[config.mk]
export PLATFORM = sky130hd
export DESIGN_NAME = event_flag_group_unit_top
export DESIGN_NICKNAME = d
export VERILOG_FILES = /design/src/hw/rtl/efg_pkg.sv /design/src/hw/rtl/efg_match.sv /design/src/hw/rtl/efg_table.sv /design/src/hw/rtl/event_flag_group_unit_top.sv
export VERILOG_INCLUDE_DIRS = /design/src /design/src/hw/rtl
export SDC_FILE = /design/constraint.sdc
export NUM_CORES = 1
export LEC_CHECK = 0
export BUFFER_PORTS_ARGS = -buffer_cell sky130_fd_sc_hd__buf_2
export CORE_UTILIZATION = 40
export CTS_CLUSTER_SIZE = 30
export DETAILED_ROUTE_END_ITERATION = 7
export SLEW_MARGIN = 20
export SYNTH_ARGS = -nofsm -noshare
export SYNTH_HDL_FRONTEND = slang
export SYNTH_SLANG_ARGS = --single-unit
[constraint.sdc]
create_clock -name clk -period 19.1 [get_ports clk]
set_input_delay 1.91 -clock clk [delete_from_list [all_inputs] [get_ports clk]]
set_output_delay 1.91 -clock clk [all_outputs]
set_load 0.01 [all_outputs]
[src/hw/rtl/event_flag_group_unit_top_macros.svh]
// assertion macros for the event flag group unit
`ifndef EVENT_FLAG_GROUP_UNIT_TOP_MACROS_SVH
`define EVENT_FLAG_GROUP_UNIT_TOP_MACROS_SVH

`ifndef ASSERT_OFF

// checked outside reset only
`define EFG_ASSERT(label, prop, msg) \
    label: assert property (@(posedge clk) disable iff (!rst_n) prop) else $error(msg);

// checked on every edge, reset included
`define EFG_ASSERT_ALWAYS(label, prop, msg) \
    label: assert property (@(posedge clk) prop) else $error(msg);

`else

`define EFG_ASSERT(label, prop, msg)
`define EFG_ASSERT_ALWAYS(label, prop, msg)

`endif

`endif

[src/hw/rtl/efg_pkg.sv]
// shared types and constants for the event flag group unit
`default_nettype none

package efg_pkg;

    localparam int WAITERS   = 16;
    localparam int FLAG_BITS = 32;
    localparam int TID_W     = 4;
    localparam int MODE_W    = 3;
    localparam int CNT_W     = $clog2(WAITERS + 1);
    localparam int ADDR_W    = (WAITERS > 1) ? $clog2(WAITERS) : 1;

    localparam int IN_DATA_W  = 40;
    localparam int OUT_DATA_W = 80;
    localparam int OUT_PAD_W  = OUT_DATA_W - (TID_W + 2 * FLAG_BITS + CNT_W);

    localparam logic [CNT_W-1:0] WAITERS_CNT = WAITERS[CNT_W-1:0];

    // wait mode bit positions
    localparam int MODE_SET = 0;
    localparam int MODE_ALL = 1;
    localparam int MODE_EAT = 2;

    typedef enum logic [1:0] {
        ACT_WAIT    = 2'd0,
        ACT_POLL    = 2'd1,
        ACT_NOTIFY  = 2'd2,
        ACT_DESTROY = 2'd3
    } action_t;

    typedef enum logic [2:0] {
        ST_GRANTED = 3'd0,
        ST_UNMET   = 3'd1,
        ST_DELETED = 3'd2,
        ST_FULL    = 3'd3,
        ST_DONE    = 3'd4
    } status_t;

    typedef enum logic [1:0] {
        EFG_IDLE,
        EFG_WALK,
        EFG_DEL
    } efg_state_t;

    typedef struct packed {
        logic [TID_W-1:0]     tid;
        logic [MODE_W-1:0]    mode;
        logic [FLAG_BITS-1:0] mask;
    } waiter_t;

    typedef struct packed {
        logic                 ok;
        logic [FLAG_BITS-1:0] matched;
        logic [FLAG_BITS-1:0] flags_after;
    } match_t;

endpackage

`default_nettype wire

[src/hw/rtl/efg_match.sv]
// shared match and consume unit
`default_nettype none

module efg_match (
    input  wire logic [efg_pkg::MODE_W-1:0]    mode,
    input  wire logic [efg_pkg::FLAG_BITS-1:0] mask,
    input  wire logic [efg_pkg::FLAG_BITS-1:0] flags,
    output efg_pkg::match_t                    res
);

    logic [efg_pkg::FLAG_BITS-1:0] cal;
    logic                          ok;

    always_comb
    begin
        cal = mode[efg_pkg::MODE_SET] ? (flags & mask) : (~flags & mask);
        ok  = mode[efg_pkg::MODE_ALL] ? (cal == mask) : (|cal);

        res.ok          = ok;
        res.matched     = cal;
        res.flags_after = flags;
        // consuming flips the matched bits to the opposite state
        if (ok && mode[efg_pkg::MODE_EAT])
        begin
            if (mode[efg_pkg::MODE_SET])
                res.flags_after = flags & ~mask;
            else
                res.flags_after = flags | mask;
        end
    end

endmodule

`default_nettype wire

[src/hw/rtl/efg_table.sv]
// waiter table: one write port, one registered read port
`default_nettype none

module efg_table (
    input  wire logic                        clk,
    input  wire logic                        wr_en,
    input  wire logic [efg_pkg::ADDR_W-1:0]  wr_addr,
    input  efg_pkg::waiter_t                 wr_data,
    input  wire logic [efg_pkg::ADDR_W-1:0]  rd_addr,
    output efg_pkg::waiter_t                 rd_data
);

    efg_pkg::waiter_t mem_reg [efg_pkg::WAITERS];
    efg_pkg::waiter_t rd_data_reg;

    always_ff @(posedge clk)
    begin
        if (wr_en)
            mem_reg[wr_addr] <= wr_data;
        rd_data_reg <= mem_reg[rd_addr];
    end

    assign rd_data = rd_data_reg;

endmodule

`default_nettype wire

[src/hw/rtl/event_flag_group_unit_top.sv]
// top level of the event flag group unit: sequencer, flag word and result register
`default_nettype none

`include "event_flag_group_unit_top_macros.svh"

// Event flag group: a 32-bit flag word plus an ordered table of up to 16 waiting
// tasks. Wait and poll beats are checked at the accepting edge, and their single
// result beat shows on the next cycle; a new beat can be taken while the last
// result is shown if the result side takes it. Notify walks the waiter table one
// entry per cycle through the single match/consume unit and destroy walks it
// without matching; a granted or deleted entry waits while the result side
// stalls. Both then give a summary beat with tlast set; s_axis_tready stays low
// during a walk.
// Writing cfg_wr_data loads the flag word directly; waiters are kept.
module event_flag_group_unit_top (
    input  wire logic                              clk,
    input  wire logic                              rst_n,
    input  wire logic                              s_axis_tvalid,
    output      logic                              s_axis_tready,
    // task_id[3:0], wait_mode[6:4], mask[38:7], set_bits[39]
    input  wire logic [efg_pkg::IN_DATA_W-1:0]     s_axis_tdata,
    // action[1:0]
    input  wire logic [1:0]                        s_axis_tuser,
    output      logic                              m_axis_tvalid,
    input  wire logic                              m_axis_tready,
    // out_task_id[3:0], result_flags[35:4], flag_word[67:36], waiter_count[72:68], zero pad
    output      logic [efg_pkg::OUT_DATA_W-1:0]    m_axis_tdata,
    // status[2:0]
    output      logic [2:0]                        m_axis_tuser,
    output      logic                              m_axis_tlast,
    input  wire logic                              cfg_wr_en,
    input  wire logic [efg_pkg::FLAG_BITS-1:0]     cfg_wr_data
);

    efg_pkg::efg_state_t state_reg, state_next;

    logic [efg_pkg::FLAG_BITS-1:0] flags_reg, flags_next;
    logic [efg_pkg::CNT_W-1:0]     total_reg, total_next;
    logic [efg_pkg::CNT_W-1:0]     idx_reg, idx_next;
    logic [efg_pkg::CNT_W-1:0]     w_reg, w_next;

    logic                          o_valid_reg, o_valid_next;
    logic [efg_pkg::TID_W-1:0]     o_tid_reg, o_tid_next;
    efg_pkg::status_t              o_status_reg, o_status_next;
    logic [efg_pkg::FLAG_BITS-1:0] o_rf_reg, o_rf_next;
    logic [efg_pkg::FLAG_BITS-1:0] o_fw_reg, o_fw_next;
    logic [efg_pkg::CNT_W-1:0]     o_cnt_reg, o_cnt_next;
    logic                          o_last_reg, o_last_next;

    logic [efg_pkg::TID_W-1:0]     in_tid;
    logic [efg_pkg::MODE_W-1:0]    in_mode;
    logic [efg_pkg::FLAG_BITS-1:0] in_mask;
    logic                          in_setb;
    efg_pkg::action_t              in_act;

    logic                          out_ok;
    logic                          accept;
    logic                          at_end;

    logic [efg_pkg::MODE_W-1:0]    mu_mode;
    logic [efg_pkg::FLAG_BITS-1:0] mu_mask;
    efg_pkg::match_t               mres;

    logic                          tbl_we;
    logic [efg_pkg::ADDR_W-1:0]    tbl_waddr;
    efg_pkg::waiter_t              tbl_wdata;
    logic [efg_pkg::ADDR_W-1:0]    tbl_raddr;
    efg_pkg::waiter_t              entry;

    assign in_tid  = s_axis_tdata[3:0];
    assign in_mode = s_axis_tdata[6:4];
    assign in_mask = s_axis_tdata[38:7];
    assign in_setb = s_axis_tdata[39];
    assign in_act  = efg_pkg::action_t'(s_axis_tuser);

    assign out_ok        = !o_valid_reg || m_axis_tready;
    assign s_axis_tready = (state_reg == efg_pkg::EFG_IDLE) && out_ok;
    assign accept        = s_axis_tvalid && s_axis_tready;
    assign at_end        = (idx_reg == total_reg);

    // the match unit serves the input beat when idle and table entries during a walk
    assign mu_mode = (state_reg == efg_pkg::EFG_WALK) ? entry.mode : in_mode;
    assign mu_mask = (state_reg == efg_pkg::EFG_WALK) ? entry.mask : in_mask;

    efg_match u_match (
        .mode  (mu_mode),
        .mask  (mu_mask),
        .flags (flags_reg),
        .res   (mres)
    );

    // read address follows the next index so the entry is ready when the walk reaches it
    assign tbl_raddr = (idx_next < efg_pkg::WAITERS_CNT) ?
                       idx_next[efg_pkg::ADDR_W-1:0] : '0;

    efg_table u_table (
        .clk     (clk),
        .wr_en   (tbl_we),
        .wr_addr (tbl_waddr),
        .wr_data (tbl_wdata),
        .rd_addr (tbl_raddr),
        .rd_data (entry)
    );

    always_comb
    begin
        state_next = state_reg;
        case (state_reg)
            efg_pkg::EFG_IDLE:
            begin
                if (accept && in_act == efg_pkg::ACT_NOTIFY)
                    state_next = efg_pkg::EFG_WALK;
                else if (accept && in_act == efg_pkg::ACT_DESTROY)
                    state_next = efg_pkg::EFG_DEL;
            end
            efg_pkg::EFG_WALK,
            efg_pkg::EFG_DEL:
            begin
                if (at_end && out_ok)
                    state_next = efg_pkg::EFG_IDLE;
            end
            default:
                state_next = efg_pkg::EFG_IDLE;
        endcase
    end

    always_comb
    begin
        flags_next    = flags_reg;
        total_next    = total_reg;
        idx_next      = idx_reg;
        w_next        = w_reg;
        o_valid_next  = o_valid_reg && !m_axis_tready;
        o_tid_next    = o_tid_reg;
        o_status_next = o_status_reg;
        o_rf_next     = o_rf_reg;
        o_fw_next     = o_fw_reg;
        o_cnt_next    = o_cnt_reg;
        o_last_next   = o_last_reg;
        tbl_we        = 1'b0;
        tbl_waddr     = total_reg[efg_pkg::ADDR_W-1:0];
        tbl_wdata     = '{tid: in_tid, mode: in_mode, mask: in_mask};

        case (state_reg)
            efg_pkg::EFG_IDLE:
            begin
                idx_next = '0;
                if (accept)
                begin
                    case (in_act)
                        efg_pkg::ACT_WAIT:
                        begin
                            o_valid_next = 1'b1;
                            o_tid_next   = in_tid;
                            o_rf_next    = mres.matched;
                            o_last_next  = 1'b1;
                            o_cnt_next   = total_reg;
                            if (mres.ok)
                            begin
                                flags_next    = mres.flags_after;
                                o_status_next = efg_pkg::ST_GRANTED;
                            end
                            else if (total_reg < efg_pkg::WAITERS_CNT)
                            begin
                                tbl_we        = 1'b1;
                                total_next    = total_reg + 1'b1;
                                o_cnt_next    = total_reg + 1'b1;
                                o_status_next = efg_pkg::ST_UNMET;
                            end
                            else
                            begin
                                o_status_next = efg_pkg::ST_FULL;
                            end
                            o_fw_next = mres.ok ? mres.flags_after : flags_reg;
                        end
                        efg_pkg::ACT_POLL:
                        begin
                            flags_next    = mres.flags_after;
                            o_valid_next  = 1'b1;
                            o_tid_next    = in_tid;
                            o_status_next = mres.ok ? efg_pkg::ST_GRANTED : efg_pkg::ST_UNMET;
                            o_rf_next     = mres.matched;
                            o_fw_next     = mres.flags_after;
                            o_cnt_next    = total_reg;
                            o_last_next   = 1'b1;
                        end
                        efg_pkg::ACT_NOTIFY:
                        begin
                            flags_next = in_setb ? (flags_reg | in_mask) : (flags_reg & ~in_mask);
                            w_next     = '0;
                        end
                        efg_pkg::ACT_DESTROY:
                        begin
                            w_next = '0;
                        end
                        default:
                        begin
                            w_next = w_reg;
                        end
                    endcase
                end
            end

            efg_pkg::EFG_WALK:
            begin
                if (at_end)
                begin
                    if (out_ok)
                    begin
                        total_next    = w_reg;
                        o_valid_next  = 1'b1;
                        o_tid_next    = '0;
                        o_status_next = efg_pkg::ST_DONE;
                        o_rf_next     = '0;
                        o_fw_next     = flags_reg;
                        o_cnt_next    = w_reg;
                        o_last_next   = 1'b1;
                    end
                end
                else if (mres.ok)
                begin
                    if (out_ok)
                    begin
                        flags_next    = mres.flags_after;
                        idx_next      = idx_reg + 1'b1;
                        o_valid_next  = 1'b1;
                        o_tid_next    = entry.tid;
                        o_status_next = efg_pkg::ST_GRANTED;
                        o_rf_next     = mres.matched;
                        o_fw_next     = mres.flags_after;
                        // waiters left: removals so far, this one included, come off
                        o_cnt_next    = total_reg + w_reg - idx_reg - 1'b1;
                        o_last_next   = 1'b0;
                    end
                end
                else
                begin
                    // keep the entry, compacting toward the front
                    tbl_we    = 1'b1;
                    tbl_waddr = w_reg[efg_pkg::ADDR_W-1:0];
                    tbl_wdata = entry;
                    w_next    = w_reg + 1'b1;
                    idx_next  = idx_reg + 1'b1;
                end
            end

            efg_pkg::EFG_DEL:
            begin
                if (out_ok)
                begin
                    o_valid_next = 1'b1;
                    o_rf_next    = '0;
                    o_fw_next    = flags_reg;
                    if (at_end)
                    begin
                        total_next    = '0;
                        o_tid_next    = '0;
                        o_status_next = efg_pkg::ST_DONE;
                        o_cnt_next    = '0;
                        o_last_next   = 1'b1;
                    end
                    else
                    begin
                        idx_next      = idx_reg + 1'b1;
                        o_tid_next    = entry.tid;
                        o_status_next = efg_pkg::ST_DELETED;
                        o_cnt_next    = total_reg - idx_reg - 1'b1;
                        o_last_next   = 1'b0;
                    end
                end
            end

            default:
            begin
                idx_next = '0;
            end
        endcase

        if (cfg_wr_en)
            flags_next = cfg_wr_data;
    end

    always_ff @(posedge clk or negedge rst_n)
    begin
        if (!rst_n)
        begin
            state_reg   <= efg_pkg::EFG_IDLE;
            flags_reg   <= '0;
            total_reg   <= '0;
            idx_reg     <= '0;
            w_reg       <= '0;
            o_valid_reg <= 1'b0;
        end
        else
        begin
            state_reg   <= state_next;
            flags_reg   <= flags_next;
            total_reg   <= total_next;
            idx_reg     <= idx_next;
            w_reg       <= w_next;
            o_valid_reg <= o_valid_next;
        end
    end

    always_ff @(posedge clk)
    begin
        o_tid_reg    <= o_tid_next;
        o_status_reg <= o_status_next;
        o_rf_reg     <= o_rf_next;
        o_fw_reg     <= o_fw_next;
        o_cnt_reg    <= o_cnt_next;
        o_last_reg   <= o_last_next;
    end

    assign m_axis_tvalid = o_valid_reg;
    assign m_axis_tdata  = {{efg_pkg::OUT_PAD_W{1'b0}}, o_cnt_reg, o_fw_reg, o_rf_reg, o_tid_reg};
    assign m_axis_tuser  = o_status_reg;
    assign m_axis_tlast  = o_last_reg;

    `EFG_ASSERT_ALWAYS(a_total_bound, total_reg <= efg_pkg::WAITERS_CNT, "waiter count past table size")
    `EFG_ASSERT(a_walk_compact, (state_reg == efg_pkg::EFG_WALK) |-> (w_reg <= idx_reg), "compaction index ahead of walk")
    `EFG_ASSERT(a_walk_index, (state_reg != efg_pkg::EFG_IDLE) |-> (idx_reg <= total_reg), "walk index past waiter count")
    `EFG_ASSERT(a_notify_walks, (accept && in_act == efg_pkg::ACT_NOTIFY) |=> (state_reg == efg_pkg::EFG_WALK), "notify did not start a walk")
    `EFG_ASSERT(a_last_idle, (m_axis_tvalid && m_axis_tlast) |-> (state_reg == efg_pkg::EFG_IDLE), "final beat shown while walking")

endmodule

`default_nettype wire

==> flow_metrics.py, run 1 <==
metrics = {
    "placed_design": {
        "place_hpwl_um": 65570,
        "portBuffers": 157,
        "place.gp.congestion": 0.9149,
        "dpl_cell_area_mm2": 0.03728,
    },
    "sta": {
        "tns_ns": 0,
        "rsz0062_at_grt": "false",
        "max_freq_ghz": 0.1359,
        "post-route-min-period_ns": 7.360,
        "setup_viol": 0,
        "fin_crit_sh_pct": 38.53,
        "relSlewSlack_pct": 26.09,
        "hold_viol_final": 0,
        "drv_slew": 0,
        "finClkSkew_ns": 0.03157,
        "tightest_slew_ns": 1.106,
    },
    "yosys": {
        "ys_ff_latch": 790,
        "avgSynthCellArea_um2": 13.08,
        "ys.flop_type": "edfxtp_1",
        "ys_seq_area_share_pct": 65.47,
        "synthArstFlopShare_pct": 6.329,
        "yosys_warnings": 0,
        "netlist_instances": 2696,
        "synthesis.area_mm2": 0.03525,
        "synth-edff-count": 701,
        "synth_cell_types": 79,
    },
    "pwr": {
        "ir_drop_mv": 0.1373,
        "powerDensity_mw_per_mm2": 147.9,
        "p_leak_nw": 13.51,
    },
    "clock_network": {
        "htreeDepth": 3,
        "ctsResizeCount": 0,
        "cts_tree": "built",
        "cts_buffers": 82,
        "cts.clk_slew.worst_paths_ns": 0.06,
        "cts.sinks": 790,
        "clk_path_buf_depth": 3,
        "cts_setup_buffers": 0,
        "insertion_delay_ns": 0.65,
        "root_buffer": "clkbuf_16",
        "postCtsHoldBufs": 0,
    },
    "detailed_routing": {
        "wl_per_cell_um": 27.50,
        "drt-pass1-iter-count": 6,
        "via_per_inst": 6.054,
        "finalWirelength_um": 110400,
        "drtAntennaViolNets": 0,
        "drt_iter0_drc": 2769,
        "num_vias": 24300,
        "drc": 0,
    },
    "critical_path": {
        "start_kind": "input port",
        "worst-path-buf-inv": 4,
        "path_delay_family": "buffers and inverters",
        "crit_fanout": 74,
        "cp_common_cell": "buf_4",
        "cp.required_ns": 19.59,
        "cp_slowest_cell": "buf_4",
        "crit_arrival_ns": 7.85,
        "worst_setup_path_end_kind": "flop",
        "criticalPathCategory": "input port to flop",
        "r2r_slack_ns": 12.23,
        "crit_chain": "buf_2 > buf_4 > xor2_1 > o22ai_1 > nor4_1 > nand4_1 > nor3_2 > nand2b_1 > o21ai_0 > nand2_4 > buf_4 > buf_4 > mux2_2 > o221ai_1 > o22a_1 > o211ai_1",
        "critPathMaxStageDelay_ns": 0.81,
    },
    "floorplanning": {
        "die_y_um": 298.9,
        "die_x_um": 298.9,
        "pin_count": 165,
        "coreArea_mm2": 0.08702,
        "start_util_pct": 40.51,
        "num_rows": 108,
        "die_area_mm2": 0.08933,
    },
    "outcome": {
        "status": "complete, no violations",
    },
    "hold_path": {
        "hp-class": "flop to flop",
    },
    "final_layout": {
        "largest_reg_flops": 624,
        "area_growth_pct": 13.78,
        "fin_nets": 2889,
        "drive_above_1_share_pct": 17.65,
        "finish.instance_area_mm2": 0.04011,
    },
    "grt": {
        "antenna_found_initial": 2,
        "grt_max_degree": 88,
        "grtUsageTotal_pct": 24.25,
        "grt.overflow.total": 0,
        "grt_pass1_vias": 23700,
        "grt_pass1_wl_um": 161700,
    },
    "job": {
        "max-cap-violations": 0,
    },
}
-- synth_stat cells (50+ instances only) --
master / n / area, um^2
a21oi_1: 67 / 335.3
buf_2: 56 / 280.3
clkbuf_1: 148 / 555.5
dfrtp_1: 50 / 1251
edfxtp_1: 701 / 21050
inv_1: 64 / 240.2
mux2_2: 95 / 1070
mux2i_1: 93 / 930.9
nand2_1: 293 / 1100
nand3_1: 132 / 660.6
nor2_1: 87 / 326.6
o21ai_0: 123 / 615.6
o221ai_1: 144 / 1261
o22a_1: 72 / 630.6
o22ai_1: 78 / 488.0
xor2_1: 67 / 586.8
-- report_power, final --
part / total, W / internal (W) / switching, W
Sequential: 0.00247 / 0.00220 / 0.000267
Clock: 0.00167 / 0.000994 / 0.000672
Combinational: 0.00180 / 0.000618 / 0.00118
-- per-layer routing --
layer	wire length [um]	global-route usage [%]	up-vias	part of all wire (%)
li1	-	-	10640	-
met3	8710	3.402	196	7.9
met4	3963	9.536	0	3.6
met5	0	0	-	0
met1	46480	33.83	12260	42
met2	51220	38.30	1206	46
-- worst paths after layout --
path	from	end	depth (start not counted)
hold / removal	u_table.rd_data[37]	o_tid_reg[2]	2
setup / recovery	s_axis_tdata[4]	u_table.rd_data[26]	16
hold reg to reg	u_table.rd_data[37]	o_tid_reg[2]	2
setup reg to reg	u_table.rd_data[32]	u_table.rd_data[30]	15
max in group asynchronous	rst_n	flags_reg[14]	2
min in group asynchronous	rst_n	w_reg[4]	2
-- area by class of cell --
class                      count  area (um^2)
fill                        7710        46910
sequential                   790        23080
multi-input combinational   1614        11160
clock buffer                 115         2338
tap                         1155         1445
timing repair buffer         230         1340
clock inverter                39        481.7
inverter                      68        256.5
antenna                        2        5.005
-- cells by family after synthesis --
family | count (synthesis) | synth area share, %
AND/OR/NAND/NOR | 651 | 8.521
buffers and inverters | 298 | 3.648
multiplexers | 189 | 5.714
other | 1 | 0.01064
XOR/XNOR | 73 | 1.814
adder cells (fa/ha/maj) | 24 | 0.9796
AO/OA/AOI/OAI | 670 | 13.84
flip-flops | 790 | 65.47
-- tightest hold or removal path: cells and delay by family (launching register included) --
| family | cells | cell delay [ns] |
|---|---|---|
| DFF | 1 | 0.32 |
| AOI/OAI and AO/OA | 1 | 0.07 |
| and+or+nand+nor | 1 | 0.07 |
-- cell usage in the layout (no fill, tap or decap), types with 10 or more instances in the layout --
| master | n |
|---|---|
| clkinv_2 | 13 |
| o21ai_0 | 122 |
| ha_1 | 17 |
| nor2_4 | 19 |
| a31oi_1 | 13 |
| buf_2 | 156 |
| nand2b_1 | 35 |
| o221ai_1 | 144 |
| a22o_1 | 40 |
| nand3_1 | 131 |
| dfrtp_1 | 50 |
| clkbuf_1 | 19 |
| mux2i_1 | 93 |
| o22ai_1 | 78 |
| clkbuf_8 | 12 |
| o211ai_1 | 41 |
| nor4_1 | 10 |
| a21oi_1 | 66 |
| clkbuf_16 | 84 |
| nor3_1 | 15 |
| bufinv_16 | 10 |
| edfxtp_1 | 701 |
| xor2_1 | 67 |
| a22oi_1 | 21 |
| dfxtp_1 | 38 |
| o22a_1 | 72 |
| buf_4 | 73 |
| mux2_2 | 95 |
| nor2_1 | 69 |
| inv_1 | 64 |
| or4_1 | 39 |
| nand2_1 | 290 |
-- per-stage QoR --
step	worst slack (ns)	hold WS, ns	utilization (%)	total power [W]	cells
after floorplan	9.427	0.5189	-	0.003592	2702
after global placement	11.24	0.5649	42.82	0.004248	3857
after detailed placement	11.13	0.5605	42.84	0.004271	3857
after CTS	11.79	0.5766	46.08	0.005942	4011
after global routing	11.34	0.5912	46.09	0.006182	4011
final	11.74	0.5685	46.09	0.005932	4013
Note: power is estimated with default switching activity, not from simulation.
==> inputs of run 2 (changes only) <==
==> constraint.sdc (replaced) <==
create_clock -name clk -period 6.35 [get_ports clk]
set_input_delay 0.635 -clock clk [delete_from_list [all_inputs] [get_ports clk]]
set_output_delay 0.635 -clock clk [all_outputs]
set_load 0.01 [all_outputs]
==> run 2 against run 1 <==
Compared with the run above: largest cell class unchanged; critical path depth fell by 1; largest power group unchanged; final cell count grew 0.70%; non-clock buffer count up 31; global-route usage up 0.26 points; worst setup slack lost 11 ns; cell area rose by 0.48%.
==> flow_metrics.py, run 2 (synthesized netlist as in run 1, its figures left out) <==
metrics = {
    "detailed_routing": {
        "finalWirelength_um": 111200,
        "drt-pass1-iter-count": 6,
        "num_vias": 24420,
        "drc": 0,
        "via_per_inst": 6.042,
        "drtAntennaViolNets": 0,
        "wl_per_cell_um": 27.52,
        "drt_iter0_drc": 2535,
    },
    "critical_path": {
        "crit_fanout": 85,
        "criticalPathCategory": "flop to flop",
        "rr_worst_depth": 15,
        "crit_arrival_ns": 5.71,
        "worst_setup_path_end_kind": "flop",
        "cp.required_ns": 6.68,
        "start_kind": "flop",
    },
    "clock_network": {
        "ctsResizeCount": 0,
        "postCtsHoldBufs": 0,
        "cts_setup_buffers": 0,
        "cts.sinks": 790,
        "root_buffer": "clkbuf_16",
        "insertion_delay_ns": 0.64,
        "cts.clk_slew.worst_paths_ns": 0.05,
        "htreeDepth": 3,
        "cts_buffers": 83,
        "clk_path_buf_depth": 3,
        "cts_tree": "built",
    },
    "outcome": {
        "status": "complete, no violations",
    },
    "final_layout": {
        "layout_commonest_cell": "edfxtp_1",
        "utilization_pct": 46.31,
        "fin_nets": 2921,
        "finish.instance_area_mm2": 0.04030,
        "num-fill-cells": 7729,
        "area_growth_pct": 14.32,
        "final_cell_mix": "edfxtp_1 (701), nand2_1 (289), buf_2 (156)",
        "largest_reg_flops": 624,
        "drive_above_1_share_pct": 18.20,
    },
    "floorplanning": {
        "die_y_um": 298.9,
        "die_area_mm2": 0.08933,
        "start_util_pct": 40.51,
        "num_rows": 108,
        "pin_count": 165,
        "die_x_um": 298.9,
        "coreArea_mm2": 0.08702,
    },
    "sta": {
        "max_freq_ghz": 0.1858,
        "hold_viol_final": 0,
        "fin_hold_ws_ns": 0.1694,
        "relSlewSlack_pct": 30.41,
        "fin_crit_sh_pct": 84.74,
        "setup_viol": 0,
        "finClkSkew_ns": 0.02734,
        "drv_slew": 0,
        "rsz0062_at_grt": "false",
        "tns_ns": 0,
        "tightest_slew_ns": 1.039,
        "post-route-min-period_ns": 5.381,
    },
    "pwr": {
        "p_leak_nw": 13.63,
        "switching_power_w": 0.006452,
        "swShare_pct": 36.22,
        "comb_power_share_pct": 31.4,
        "powerDensity_mw_per_mm2": 441.9,
        "p_seq_share_pct": 41.6,
        "p_int_w": 0.01136,
        "p_clk_share_pct": 27.0,
        "ir_drop_mv": 0.3588,
    },
    "grt": {
        "grt_pass1_wl_um": 164500,
        "antenna_found_initial": 1,
        "grt.overflow.total": 0,
        "grtUsageTotal_pct": 24.52,
        "grt_max_degree": 88,
        "grt_pass1_vias": 24210,
    },
    "hold_path": {
        "hp-class": "input port to asynchronous set/reset pin",
    },
    "job": {
        "max-cap-violations": 0,
    },
    "placed_design": {
        "place_hpwl_um": 71610,
        "portBuffers": 157,
        "place.gp.congestion": 0.9400,
        "dpl_cell_area_mm2": 0.03763,
    },
}
-- run 2: power by group through the flow --
stage	Combinational (W)	Clock, W	Sequential, W
floorplan	0.00367	0	0.00713
detailed placement	0.00554	0	0.00749
finish	0.00560	0.00481	0.00740
global route	0.00602	0.00507	0.00746
global placement	0.00549	0	0.00748
CTS	0.00556	0.00488	0.00739
-- run 2: final cells by class --
type | instances | area [um^2] | area share (%)
Tap cell | 1155 | 1445 | 3.586
Multi-Input combinational cell | 1614 | 11150 | 27.67
Clock buffer | 118 | 2311 | 5.734
Clock inverter | 34 | 359.1 | 0.8910
Inverter | 68 | 256.5 | 0.6364
Sequential cell | 790 | 23080 | 57.27
Antenna cell | 1 | 2.502 | 0.006209
Timing Repair Buffer | 261 | 1694 | 4.203
-- run 2: critical path: stages, from the launching register on --
cell      delay [ns]
dfrtp_1         0.43
inv_1           0.10
ha_2            0.22
buf_12          0.31
nand2b_1        0.19
o22ai_1         0.16
nor4_1          0.44
nand4_1         0.19
nor3_2          0.50
nor2_2          0.15
nor2_1          0.35
nand4_1         0.27
nor2_1          0.22
a32oi_1         0.26
nor2_4          0.86
buf_4           0.32
-- run 2: worst paths after layout --
check / end / slack, ns / from
worst max-delay path: u_table.mem_reg[6][22] / 0.97 / state_reg[1]
max in group asynchronous: flags_reg[16] / 5.57 / rst_n
worst min-delay path: state_reg[0] / 0.17 / rst_n
min in group clk: flags_reg[20] / 0.22 / cfg_wr_data[20]
worst min register to register: o_rf_reg[18] / 0.59 / o_rf_reg[18]
worst max register to register: u_table.mem_reg[6][22] / 0.97 / state_reg[1]
-- run 2: through the flow --
step	power [W]	setup WS [ns]	instances
final	0.01781	0.9690	4041
after global routing	0.01855	0.6517	4041
after CTS	0.01783	1.073	4040
after detailed placement	0.01302	0.7314	3888
after global placement	0.01297	0.8533	3888
after floorplan	0.01079	-0.4848	2702
-- run 2: routing by layer --
layer  vias to the layer above  track usage, %  wire length [um]  part of all wire, %
met3                       198           3.199              7682                  6.9
met4                         0           8.151              3517                  3.2
met5                         -               0                 0                    0
met2                      1139           39.46             52260                   47
li1                      10680               -                 -                    -
met1                     12400           34.29             47750                   43
